<file path="config.mk">
export PLATFORM = sky130hd
export DESIGN_NAME = recency_stack_tracker
export DESIGN_NICKNAME = d
export VERILOG_FILES = /design/src/hdl/rstk_pkg.sv /design/src/hdl/recency_stack_tracker.sv
export SDC_FILE = /design/constraint.sdc
export NUM_CORES = 1
export LEC_CHECK = 0
export ABC_CLOCK_PERIOD_IN_PS = 5200
export BUFFER_PORTS_ARGS = -buffer_cell sky130_fd_sc_hd__buf_4
export CAP_MARGIN = 25
export CORE_MARGIN = 2
export CORE_UTILIZATION = 45
export DETAILED_ROUTE_END_ITERATION = 16
export HOLD_SLACK_MARGIN = 0.05
export SETUP_SLACK_MARGIN = 0.02
export SYNTH_ARGS = -nofsm -noshare
export SYNTH_HDL_FRONTEND = slang
export SYNTH_SLANG_ARGS = --single-unit
</file>
<file path="constraint.sdc">
create_clock -name clk -period 5.2 [get_ports clk]
set_input_delay 0 -clock clk [delete_from_list [all_inputs] [get_ports clk]]
set_output_delay 0 -clock clk [all_outputs]
set_load 0.05 [all_outputs]
</file>
<file path="src/hdl/rstk_pkg.sv">
// Shared constants and codes for the recency stack tracker.
package rstk_pkg;

    localparam int DEPTH     = 16;
    localparam int ID_BITS   = 8;
    localparam int PTR_W     = $clog2(DEPTH);
    localparam int CNT_W     = $clog2(DEPTH + 1);
    localparam int REQ_W     = 3;
    localparam int PORT_ID_W = 8;
    localparam int RANK_W    = 5;
    localparam int COUNT_W   = 5;
    localparam int RANK_MAX  = 15;
    localparam int COUNT_SAT = 31;

    localparam logic signed [RANK_W-1:0] RANK_NONE = -5'sd1;

    typedef enum logic [REQ_W-1:0] {
        REQ_PUSH   = 3'd0,
        REQ_FORCE  = 3'd1,
        REQ_QUERY  = 3'd2,
        REQ_POP    = 3'd3,
        REQ_REMOVE = 3'd4
    } req_t;

    typedef enum logic [1:0] {
        ST_OK    = 2'd0,
        ST_EMPTY = 2'd1,
        ST_FULL  = 2'd2
    } status_t;

endpackage

</file>
<file path="src/hdl/recency_stack_tracker.sv">
// Move-to-front recency stack of distinct identifiers held in one synchronous RAM.
//
// Each request beat (push, force to top, query rank, pop, remove) yields exactly one
// result beat carrying hit_or_done, rank, top_id, entry_count and status. Stack
// position 0 of the RAM is the bottom, position count-1 the top. The RAM has one
// read port and one write port, and its registered read paces the block:
// a lookup streams the positions bottom-up, one per cycle, and stops at the match
// or after the last held entry; a removal from the middle (remove, or force of a
// present identifier) then copies every entry above the gap down by one, again one
// per cycle, and a force then writes the identifier on top. A final read fetches
// the top identifier (for a pop, the entry it removed). One item is worked on at
// a time; in_stall is high while it is in flight, also while it waits for the
// previous result to leave under out_stall. A finished result sits in an output
// register, so the next request can be taken while the previous result still
// waits on out_stall. A push or a force of a new identifier onto a full stack
// changes nothing and reports full status; a pop of an empty stack reports empty
// status with top_id 0.
module recency_stack_tracker
(
    input  logic                                clk,
    input  logic                                rst_n,

    input  logic                                in_valid,
    output logic                                in_stall,
    input  logic [rstk_pkg::REQ_W-1:0]          req_type,
    input  logic [rstk_pkg::PORT_ID_W-1:0]      entry_id,

    output logic                                out_valid,
    input  logic                                out_stall,
    output logic                                hit_or_done,
    output logic signed [rstk_pkg::RANK_W-1:0]  rank,
    output logic [rstk_pkg::PORT_ID_W-1:0]      top_id,
    output logic [rstk_pkg::COUNT_W-1:0]        entry_count,
    output logic [1:0]                          status
);

    typedef enum logic [2:0] {
        S_IDLE,
        S_SCAN,
        S_DECIDE,
        S_SHIFT,
        S_FORCE_W,
        S_TOP,
        S_OUT
    } state_t;

    // stack storage, bottom at address 0
    logic [rstk_pkg::ID_BITS-1:0] stack_mem [rstk_pkg::DEPTH];
    logic [rstk_pkg::ID_BITS-1:0] rd_data_reg;

    logic                         mem_we;
    logic [rstk_pkg::PTR_W-1:0]   mem_wa;
    logic [rstk_pkg::ID_BITS-1:0] mem_wd;
    logic                         mem_re;
    logic [rstk_pkg::PTR_W-1:0]   mem_ra;

    always_ff @(posedge clk)
    begin
        if (mem_we)
        begin
            stack_mem[mem_wa] <= mem_wd;
        end
        if (mem_re)
        begin
            rd_data_reg <= stack_mem[mem_ra];
        end
    end

    // control and result registers
    state_t                            state_reg,       state_next;
    logic [rstk_pkg::CNT_W-1:0]        count_reg,       count_next;
    logic [rstk_pkg::REQ_W-1:0]        req_reg,         req_next;
    logic [rstk_pkg::ID_BITS-1:0]      id_reg,          id_next;
    logic [rstk_pkg::PTR_W-1:0]        ptr_reg,         ptr_next;
    logic                              found_reg,       found_next;
    logic [rstk_pkg::PTR_W-1:0]        pos_reg,         pos_next;
    logic                              hit_reg,         hit_next;
    logic signed [rstk_pkg::RANK_W-1:0] rank_reg,       rank_next;
    rstk_pkg::status_t                 status_reg,      status_next;
    logic                              top_zero_reg,    top_zero_next;

    logic                              out_valid_reg,   out_valid_next;
    logic                              out_hit_reg,     out_hit_next;
    logic signed [rstk_pkg::RANK_W-1:0] out_rank_reg,   out_rank_next;
    logic [rstk_pkg::PORT_ID_W-1:0]    out_top_reg,     out_top_next;
    logic [rstk_pkg::COUNT_W-1:0]      out_count_reg,   out_count_next;
    rstk_pkg::status_t                 out_status_reg,  out_status_next;

    logic                              accept;
    logic                              needs_scan;
    logic                              scan_match;
    logic [rstk_pkg::CNT_W-1:0]        count_m1;
    logic [rstk_pkg::CNT_W-1:0]        count_m2;
    logic [rstk_pkg::CNT_W-1:0]        rank_calc;
    logic                              pos_is_top;
    logic                              stack_full;

    assign accept     = in_valid && (state_reg == S_IDLE);
    assign needs_scan = (req_type == rstk_pkg::REQ_PUSH)  || (req_type == rstk_pkg::REQ_FORCE) ||
                        (req_type == rstk_pkg::REQ_QUERY) || (req_type == rstk_pkg::REQ_REMOVE);
    assign count_m1   = count_reg - rstk_pkg::CNT_W'(1);
    assign count_m2   = count_reg - rstk_pkg::CNT_W'(2);
    assign scan_match = (rd_data_reg == id_reg);
    assign rank_calc  = count_m1 - rstk_pkg::CNT_W'(pos_reg);
    assign pos_is_top = (rstk_pkg::CNT_W'(pos_reg) == count_m1);
    assign stack_full = (count_reg == rstk_pkg::CNT_W'(rstk_pkg::DEPTH));

    always_comb
    begin
        state_next      = state_reg;
        count_next      = count_reg;
        req_next        = req_reg;
        id_next         = id_reg;
        ptr_next        = ptr_reg;
        found_next      = found_reg;
        pos_next        = pos_reg;
        hit_next        = hit_reg;
        rank_next       = rank_reg;
        status_next     = status_reg;
        top_zero_next   = top_zero_reg;

        out_valid_next  = out_valid_reg && out_stall;
        out_hit_next    = out_hit_reg;
        out_rank_next   = out_rank_reg;
        out_top_next    = out_top_reg;
        out_count_next  = out_count_reg;
        out_status_next = out_status_reg;

        mem_we = 1'b0;
        mem_wa = '0;
        mem_wd = id_reg;
        mem_re = 1'b0;
        mem_ra = '0;

        case (state_reg)
            S_IDLE:
            begin
                if (accept)
                begin
                    req_next    = req_type;
                    id_next     = entry_id[rstk_pkg::ID_BITS-1:0];
                    found_next  = 1'b0;
                    pos_next    = '0;
                    hit_next    = 1'b0;
                    rank_next   = rstk_pkg::RANK_NONE;
                    status_next = rstk_pkg::ST_OK;
                    ptr_next    = '0;
                    if (needs_scan && (count_reg != '0))
                    begin
                        // first lookup read: bottom entry
                        mem_re     = 1'b1;
                        mem_ra     = '0;
                        state_next = S_SCAN;
                    end
                    else
                    begin
                        state_next = S_DECIDE;
                    end
                end
            end

            S_SCAN:
            begin
                // rd_data_reg holds the entry at ptr_reg; prefetch the next one
                if (scan_match)
                begin
                    found_next = 1'b1;
                    pos_next   = ptr_reg;
                    state_next = S_DECIDE;
                end
                else if (rstk_pkg::CNT_W'(ptr_reg) == count_m1)
                begin
                    state_next = S_DECIDE;
                end
                else
                begin
                    mem_re   = 1'b1;
                    mem_ra   = ptr_reg + rstk_pkg::PTR_W'(1);
                    ptr_next = ptr_reg + rstk_pkg::PTR_W'(1);
                end
            end

            S_DECIDE:
            begin
                state_next = S_TOP;
                case (req_reg)
                    rstk_pkg::REQ_PUSH,
                    rstk_pkg::REQ_FORCE:
                    begin
                        if (!found_reg)
                        begin
                            if (stack_full)
                            begin
                                status_next = rstk_pkg::ST_FULL;
                            end
                            else
                            begin
                                mem_we     = 1'b1;
                                mem_wa     = rstk_pkg::PTR_W'(count_reg);
                                count_next = count_reg + rstk_pkg::CNT_W'(1);
                                hit_next   = 1'b1;
                            end
                        end
                        else if ((req_reg == rstk_pkg::REQ_FORCE) && !pos_is_top)
                        begin
                            mem_re     = 1'b1;
                            mem_ra     = pos_reg + rstk_pkg::PTR_W'(1);
                            ptr_next   = pos_reg;
                            state_next = S_SHIFT;
                        end
                    end
                    rstk_pkg::REQ_QUERY:
                    begin
                        if (found_reg)
                        begin
                            hit_next = 1'b1;
                            if (int'(rank_calc) > rstk_pkg::RANK_MAX)
                            begin
                                rank_next = rstk_pkg::RANK_W'(rstk_pkg::RANK_MAX);
                            end
                            else
                            begin
                                rank_next = $signed(rstk_pkg::RANK_W'(rank_calc));
                            end
                        end
                    end
                    rstk_pkg::REQ_POP:
                    begin
                        if (count_reg == '0)
                        begin
                            status_next = rstk_pkg::ST_EMPTY;
                        end
                        else
                        begin
                            count_next = count_m1;
                        end
                    end
                    rstk_pkg::REQ_REMOVE:
                    begin
                        if (found_reg)
                        begin
                            hit_next = 1'b1;
                            if (pos_is_top)
                            begin
                                count_next = count_m1;
                            end
                            else
                            begin
                                mem_re     = 1'b1;
                                mem_ra     = pos_reg + rstk_pkg::PTR_W'(1);
                                ptr_next   = pos_reg;
                                state_next = S_SHIFT;
                            end
                        end
                    end
                    default:
                    begin
                    end
                endcase
            end

            S_SHIFT:
            begin
                // rd_data_reg holds entry ptr_reg+1; move it down one slot
                mem_we = 1'b1;
                mem_wa = ptr_reg;
                mem_wd = rd_data_reg;
                if (rstk_pkg::CNT_W'(ptr_reg) == count_m2)
                begin
                    if (req_reg == rstk_pkg::REQ_FORCE)
                    begin
                        state_next = S_FORCE_W;
                    end
                    else
                    begin
                        count_next = count_m1;
                        state_next = S_TOP;
                    end
                end
                else
                begin
                    mem_re   = 1'b1;
                    mem_ra   = ptr_reg + rstk_pkg::PTR_W'(2);
                    ptr_next = ptr_reg + rstk_pkg::PTR_W'(1);
                end
            end

            S_FORCE_W:
            begin
                mem_we     = 1'b1;
                mem_wa     = rstk_pkg::PTR_W'(count_m1);
                state_next = S_TOP;
            end

            S_TOP:
            begin
                // a pop reports the entry it removed, which sits at the new count
                mem_re = 1'b1;
                if (req_reg == rstk_pkg::REQ_POP)
                begin
                    mem_ra        = rstk_pkg::PTR_W'(count_reg);
                    top_zero_next = (status_reg == rstk_pkg::ST_EMPTY);
                end
                else
                begin
                    mem_ra        = rstk_pkg::PTR_W'(count_m1);
                    top_zero_next = (count_reg == '0);
                end
                state_next = S_OUT;
            end

            S_OUT:
            begin
                if (!out_valid_reg || !out_stall)
                begin
                    out_valid_next  = 1'b1;
                    out_hit_next    = hit_reg;
                    out_rank_next   = rank_reg;
                    out_status_next = status_reg;
                    out_top_next    = top_zero_reg ? '0 : rstk_pkg::PORT_ID_W'(rd_data_reg);
                    if (int'(count_reg) > rstk_pkg::COUNT_SAT)
                    begin
                        out_count_next = rstk_pkg::COUNT_W'(rstk_pkg::COUNT_SAT);
                    end
                    else
                    begin
                        out_count_next = rstk_pkg::COUNT_W'(count_reg);
                    end
                    state_next = S_IDLE;
                end
            end

            default:
            begin
                state_next = S_IDLE;
            end
        endcase
    end

    always_ff @(posedge clk or negedge rst_n)
    begin
        if (!rst_n)
        begin
            state_reg      <= S_IDLE;
            count_reg      <= '0;
            req_reg        <= '0;
            id_reg         <= '0;
            ptr_reg        <= '0;
            found_reg      <= 1'b0;
            pos_reg        <= '0;
            hit_reg        <= 1'b0;
            rank_reg       <= rstk_pkg::RANK_NONE;
            status_reg     <= rstk_pkg::ST_OK;
            top_zero_reg   <= 1'b1;
            out_valid_reg  <= 1'b0;
            out_hit_reg    <= 1'b0;
            out_rank_reg   <= rstk_pkg::RANK_NONE;
            out_top_reg    <= '0;
            out_count_reg  <= '0;
            out_status_reg <= rstk_pkg::ST_OK;
        end
        else
        begin
            state_reg      <= state_next;
            count_reg      <= count_next;
            req_reg        <= req_next;
            id_reg         <= id_next;
            ptr_reg        <= ptr_next;
            found_reg      <= found_next;
            pos_reg        <= pos_next;
            hit_reg        <= hit_next;
            rank_reg       <= rank_next;
            status_reg     <= status_next;
            top_zero_reg   <= top_zero_next;
            out_valid_reg  <= out_valid_next;
            out_hit_reg    <= out_hit_next;
            out_rank_reg   <= out_rank_next;
            out_top_reg    <= out_top_next;
            out_count_reg  <= out_count_next;
            out_status_reg <= out_status_next;
        end
    end

    assign in_stall    = (state_reg != S_IDLE);
    assign out_valid   = out_valid_reg;
    assign hit_or_done = out_hit_reg;
    assign rank        = out_rank_reg;
    assign top_id      = out_top_reg;
    assign entry_count = out_count_reg;
    assign status      = out_status_reg;

endmodule

</file>
==> results of run 1 <==
## area by class of cell
cell class,instances,area (sq um),area share
Multi-Input combinational cell,586,3570,0.337
Tap cell,270,338,0.0318
Clock buffer,18,429,0.0405
Timing Repair Buffer,55,448,0.0422
Inverter,19,71.3,0.00672
Clock inverter,14,178,0.0167
Sequential cell,195,5570,0.525
## logic make-up (layout without fill, tap and decap cells)
group / Yosys count / in the layout / synth area share
compound gates: 220 / 220 / 0.148
mux: 17 / 17 / 0.0201
flops: 195 / 195 / 0.591
simple gates: 303 / 303 / 0.157
buf+inv: 69 / 106 / 0.0321
xor+xnor: 32 / 32 / 0.0331
fa+ha+maj: 14 / 14 / 0.0191
## path summary, 6_finish.rpt
| kind | end | slack (ns) | cells after the start |
|---|---|---|---|
| hold reg to reg | rank[2]$_DFFE_PN1P_ | 0.46 | 2 |
| setup reg to reg | rd_data_reg[5]$_DFFE_PP_ | 0.77 | 13 |
| setup / recovery | rd_data_reg[5]$_DFFE_PP_ | 0.77 | 13 |
| min in group clk | id_reg[7]$_DFFE_PN0P_ | 0.29 | 4 |
| hold / removal | hit_or_done$_DFFE_PN0P_ | 0.17 | 2 |
| max in group asynchronous | pos_reg[2]$_DFFE_PN0P_ | 4.53 | 2 |
## layout by cell type (no fill, tap or decap), types with 4 or more instances in the layout
cell / Yosys / routed
xor2_1: 10 / 10
edfxtp_1: 136 / 136
o21a_1: 4 / 4
a21boi_0: 15 / 15
nor2b_1: 4 / 4
o21ai_1: 11 / 11
dfstp_2: 11 / 11
inv_1: 19 / 19
buf_4: 1 / 41
ha_1: 12 / 12
nand2b_1: 6 / 6
nand3b_1: 12 / 12
nor4b_2: 8 / 8
o211ai_1: 17 / 17
nor2_1: 44 / 44
nand2_1: 156 / 156
a211oi_1: 18 / 18
nand3_1: 29 / 29
mux2_1: 4 / 4
dfrtp_1: 48 / 48
nor3_1: 17 / 17
clkbuf_16: 0 / 17
a21oi_1: 47 / 47
inv_8: 0 / 5
dlygate4sd3_1: 0 / 14
o21ai_0: 61 / 61
mux2_2: 12 / 12
xnor2_1: 20 / 20
o22ai_1: 10 / 10
## critical path: cells and delay by family (launching register included)
kind | cells | cell delay (ns)
AOI/OAI and AO/OA | 3 | 0.75
and+or+nand+nor | 4 | 1.22
muxes | 1 | 0.44
buffers and inverters | 2 | 0.49
adders and majority gates | 2 | 0.62
DFF | 1 | 0.47
xor gates and xnor gates | 1 | 0.15
## cells in the mapped netlist (all sizes together), types with 3 or more instances
master     n  area share
nand3b    13       0.012
a22oi      3      0.0024
ha        12       0.016
a211oi    19       0.016
nor2      44       0.017
nor2b      4      0.0027
xor2      11       0.012
xnor2     20       0.019
inv       19      0.0076
o21a       4      0.0032
dfrtp     48        0.13
or3b       3      0.0028
and2       4      0.0029
nand4      4      0.0033
nand2b     6      0.0040
a21oi     47       0.025
buf       21       0.013
nand2    156       0.062
nor3      18       0.010
o21ai     73       0.039
mux2      16       0.019
edfxtp   136        0.43
a31oi      3      0.0020
a21o       3      0.0024
a221oi     3      0.0028
nand3     29       0.015
a2111oi    3      0.0048
o211ai    17       0.014
a21boi    17       0.014
o31ai      3      0.0024
clkbuf    29       0.012
o22ai     10      0.0066
dfstp     11       0.031
nor4b      9       0.014
## what timing repair did
item | CTS | global route
hold buffers | 14 | 0
endpoints found under the setup margin | 0 | 0
hold endpoints to repair | 63 | 0
## where the power goes
part / internal [uW] / switching (uW) / total, uW
sequential: 2310 / 406 / 2720
combinational: 1240 / 2540 / 3790
clock: 696 / 651 / 1350
total: 4250 / 3600 / 7850
## stage by stage
stage	power, uW	util	hold WS (ns)	setup slack [ns]
global placement	6430	0.483	0.101	1.11
floorplan	5370	-	-0.296	1.58
global route	8290	0.519	0.237	0.539
detailed placement	6450	0.483	0.126	0.866
CTS	7810	0.519	0.201	0.860
finish	7850	0.519	0.166	0.772
## per-layer routing
metal  wire length, um  GRT usage
met5                 0          0
met4               447     0.0643
met3              1930     0.0431
met2             11100      0.349
met1             11500      0.349
==> out/metrics.cfg, run 1 <==
[status]
status = complete, no violations

[floorplanning]
ios = 38
die_width_um = 149
core_area_sq_mm = 0.0204
fp-row-count = 52
die_y_um = 149
start_util = 0.462
dieArea_sq_mm = 0.0222

[synthesis]
syn-num-nets = 878
ys_ff_latch = 195
yosysSeqAreaShare = 0.591
synthDistinctLibCells = 76
synth_edf_count = 136
ys_warn_count = 0
async_flop_share = 0.303
synthCells = 850
ys.flop_type = edfxtp_1
postSynthAreaPerCell_sq_um = 11.1
synth_area_sq_mm = 0.00944

[cts]
cts_root_buffer = clkbuf_16
cts_resized = 0
clkSinkCount = 195
clk_pin_slew_ns = 0.07
cts_buffers = 17
cts_max_path_buffers = 2
ctsHtreeMaxLevel = 4
post_cts_buffers = 0
insertion_delay_ns = 0.45
tritoncts = yes

[grt]
grt_util_all_layers = 0.233
first_global_vias = 6646
grt_pass1_wl_um = 38800
grt_max_degree = 60
antenna_found_initial = 0
grt_overflow_total = 0

[setup_path]
cp_cell_sequence = inv_1 -> ha_1 -> a21boi_1 -> xor2_1 -> ha_1 -> and4_1 -> a2111oi_4 -> nor3_2 -> buf_4 -> and2_4 -> mux2_2 -> o22ai_1 -> nor4b_2
critPathSlowestCell = and2_4
cp-end-kind = flop
crit_start = count_reg[2]$_DFFE_PN0P_
slowest_delay_ns = 0.54
worstPathRequired_ns = 5.39
critPathKind = flop to flop
cp_max_fo = 48
critPathLaunchType = flop
crit_top_cell = ha_1
worstPathArrival_ns = 4.62
r2r_start = count_reg[2]$_DFFE_PN0P_

[detailed_routing]
postRouteAntennaNets = 0
vias_per_cell = 6.00
vias = 6938
first_pass_iters = 5
finalWirelength_um = 24900
drcViolationCount = 0
wl_per_cell_um = 21.6
drt_iter0_markers = 910

[final_layout]
num_antenna_cells = 0
area_growth_pct = 12.4
final_area_sq_mm = 0.0106
fill_cells = 1771
layout-drive-gt1-share = 0.132
final_cells = 1157
largest_register_ffs = 128
fin_nets = 902

[power_and_ir_drop]
p_leak_uw = 0.00393
p_per_area_mw_per_mm2 = 740
vdd_drop_max_v = 0.000352

[timing]
slew_violations = 0
worst_slew_pin_slew_ns = 1.02
rsz0062_at_grt = no
clock.fmax_ghz = 0.226
setup_tns_ns = 0
relSlewSlack = 0.320
fin_crit_sh = 0.852
period_minus_slack_ns = 4.43
fin_skew_ns = 0.0184
hold_viol = 0
setup_viol = 0

[place]
dp.cells = 1111
gp_congestion = 0.892
placed_cell_area_sq_mm = 0.00986
port_buffers = 37
place_hpwl_um = 17200

[run]
drv_cap = 0

[worst_hold_path]
hp-class = input port to async pin

Power figures use the tool's default switching activity.
==> run 2, diff against run 1 <==
--- a/config.mk
+++ b/config.mk
@@ -8,7 +8,6 @@
 export ABC_CLOCK_PERIOD_IN_PS = 5200
 export BUFFER_PORTS_ARGS = -buffer_cell sky130_fd_sc_hd__buf_4
 export CAP_MARGIN = 25
-export CORE_MARGIN = 2
 export CORE_UTILIZATION = 45
 export DETAILED_ROUTE_END_ITERATION = 16
 export HOLD_SLACK_MARGIN = 0.05
==> out/metrics.cfg, run 2 (synthesis results as in run 1) <==
[final_layout]
mostFrequentLayoutCell = nand2_1
layout_common_cells = 156 x nand2_1, 136 x edfxtp_1, 61 x o21ai_0, 48 x dfrtp_1, 47 x a21oi_1
final_area_sq_mm = 0.0106  ; unchanged
fill_cells = 1796  ; +1.4%
fin_nets = 903  ; +0.11%
num_antenna_cells = 0  ; unchanged
layout-drive-gt1-share = 0.134  ; +0.00210
seq_area_sq_mm = 0.00557  ; unchanged
largest_register_ffs = 128  ; unchanged
multi_input_area_sq_mm = 0.00357  ; unchanged
area_growth_pct = 12.4  ; unchanged
final_cells = 1158  ; +0.086%

[power_and_ir_drop]
pwr-share-comb = 0.484  ; +0.002
power.switching_uw = 3580  ; -0.65%
p_leak_uw = 0.00393  ; about the same
p_int_uw = 4210  ; -0.84%
p_per_area_mw_per_mm2 = 735  ; -0.75%
seqPwrFrac = 0.348  ; +0.002
vdd_drop_max_v = 0.000307  ; -13%
p_sw_frac = 0.459  ; +0.000477
p_clk_frac = 0.168  ; -0.004

[setup_path]
crit_top_cell = ha_1
critPathKind = flop to flop
critPathLaunchType = flop
cp-end-kind = flop
worstPathRequired_ns = 5.38  ; about the same
worstPathArrival_ns = 4.53  ; -0.09 ns
critPathSlowestCell = and2_4
cp_cell_sequence = inv_1 -> ha_1 -> a21boi_1 -> xor2_1 -> ha_1 -> and4_1 -> a2111oi_4 -> nor3_2 -> buf_4 -> and2_4 -> mux2_2 -> o22ai_1 -> nor4b_2
slowest_delay_ns = 0.54  ; about the same
cp_max_fo = 48  ; unchanged

[detailed_routing]
drt_iter0_markers = 975  ; +7.1%
drcViolationCount = 0  ; unchanged
wl_per_cell_um = 21.0  ; -2.7%
postRouteAntennaNets = 0  ; unchanged
vias = 6822  ; -1.7%
vias_per_cell = 5.89  ; -1.8%
first_pass_iters = 5  ; unchanged
finalWirelength_um = 24300  ; -2.6%

[timing]
slew_violations = 0  ; unchanged
rsz0062_at_grt = no
hold_ws_ns = 0.182  ; +0.0164 ns
relSlewSlack = 0.370  ; +0.0500
period_minus_slack_ns = 4.36  ; -0.0709 ns
setup_viol = 0  ; unchanged
fin_skew_ns = 0.0126  ; -0.00583 ns
worst_slew_pin_slew_ns = 0.945  ; -0.0751 ns
fin_crit_sh = 0.838  ; -0.0136
setup_tns_ns = 0  ; unchanged
clock.fmax_ghz = 0.230  ; +1.6%
hold_viol = 0  ; unchanged

[floorplanning]
die_width_um = 147  ; -1.3%
dieArea_sq_mm = 0.0216  ; -2.7%
fp-row-count = 52  ; unchanged
ios = 38  ; unchanged
start_util = 0.462  ; unchanged
die_y_um = 147  ; -1.3%
core_area_sq_mm = 0.0204  ; unchanged

[place]
place_hpwl_um = 16700  ; -2.7%
port_buffers = 37  ; unchanged
gp_congestion = 0.903  ; +1.2%
placed_cell_area_sq_mm = 0.00986  ; unchanged
dp.cells = 1111  ; unchanged

[status]
status = complete, no violations

[cts]
cts_buffers = 17  ; unchanged
hold_buffers = 14  ; unchanged
post_cts_buffers = 0  ; unchanged
clkSinkCount = 195  ; unchanged
cts_resized = 0  ; unchanged
cts_root_buffer = clkbuf_16
clk_pin_slew_ns = 0.07  ; about the same
cts_max_path_buffers = 2  ; unchanged
ctsHtreeMaxLevel = 4  ; unchanged
insertion_delay_ns = 0.44  ; about the same
tritoncts = yes

[run]
drv_cap = 0  ; unchanged

[grt]
antenna_found_initial = 0  ; unchanged
grt_max_degree = 60  ; unchanged
grt_overflow_total = 0  ; unchanged
grt_util_all_layers = 0.237  ; +0.00373
grt_pass1_wl_um = 38400  ; -1.1%
first_global_vias = 6634  ; -0.18%

[worst_hold_path]
hp-class = input port to async pin

## run 2: changes by cell type in the layout (fill, tap and decap cells not counted)
cell,previous run,this run
clkinv_2,0,1
clkbuf_1,1,0
clkinv_4,2,1
inv_8,5,4
clkinv_8,2,4
bufinv_16,1,0
inv_6,2,3
buf_4,41,42
## run 2: power by group through the flow
stage / clock network (uW) / registers, uW / logic [uW]
after floorplan: 0 / 2760 / 2610
after global placement: 0 / 2720 / 3680
after detailed placement: 0 / 2740 / 3710
after CTS: 1330 / 2710 / 3730
after global routing: 1380 / 2760 / 4100
final: 1310 / 2710 / 3770
## run 2: area by class of cell
type | count | area share
multi-input combinational | 586 | 0.337
clock buffer | 17 | 0.0401
tap | 270 | 0.0318
timing repair buffer | 56 | 0.0429
inverter | 19 | 0.00672
sequential | 195 | 0.525
clock inverter | 15 | 0.0164
## run 2: path summary, 6_finish.rpt
path,startpoint,end,slack [ns],cells after the start
setup / recovery,count_reg[2]$_DFFE_PN0P_,rd_data_reg[4]$_DFFE_PP_,0.84,13
hold / removal,rst_n,hit_or_done$_DFFE_PN0P_,0.18,2
setup reg to reg,count_reg[2]$_DFFE_PN0P_,rd_data_reg[4]$_DFFE_PP_,0.84,13
hold reg to reg,rank[4]$_DFFE_PN1P_,rank[4]$_DFFE_PN1P_,0.46,2
max in group asynchronous,rst_n,pos_reg[2]$_DFFE_PN0P_,4.53,2
min in group clk,entry_id[6],id_reg[6]$_DFFE_PN0P_,0.31,4
## run 2: per-stage QoR
| step | utilization | worst slack (ns) | total power, uW |
|---|---|---|---|
| 6_report | 0.519 | 0.843 | 7790 |
| 5_1_grt | 0.519 | 0.565 | 8240 |
| 3_5_place_dp | 0.483 | 0.907 | 6450 |
| 3_3_place_gp | 0.483 | 1.12 | 6400 |
| 4_1_cts | 0.519 | 0.887 | 7770 |
| 2_1_floorplan | - | 1.58 | 5370 |
## run 2: metal layers
layer / part of all wire / global-route usage / vias to the layer above
li1: - / - / 3161
met1: 0.46 / 0.346 / 3333
met2: 0.45 / 0.358 / 301
met3: 0.072 / 0.0422 / 27
met4: 0.015 / 0.0724 / 0
met5: 0 / 0 / -
## run 2: worst max-delay path: cells and delay by family, from the launching register on
kind                       cells  cell delay [ns]
DFF                            1             0.48
AOI/OAI and AO/OA              3             0.73
and+or+nand+nor                4             1.19
adders and majority gates      2             0.62
xor gates and xnor gates       1             0.15
buffers and inverters          2             0.47
muxes                          1             0.43
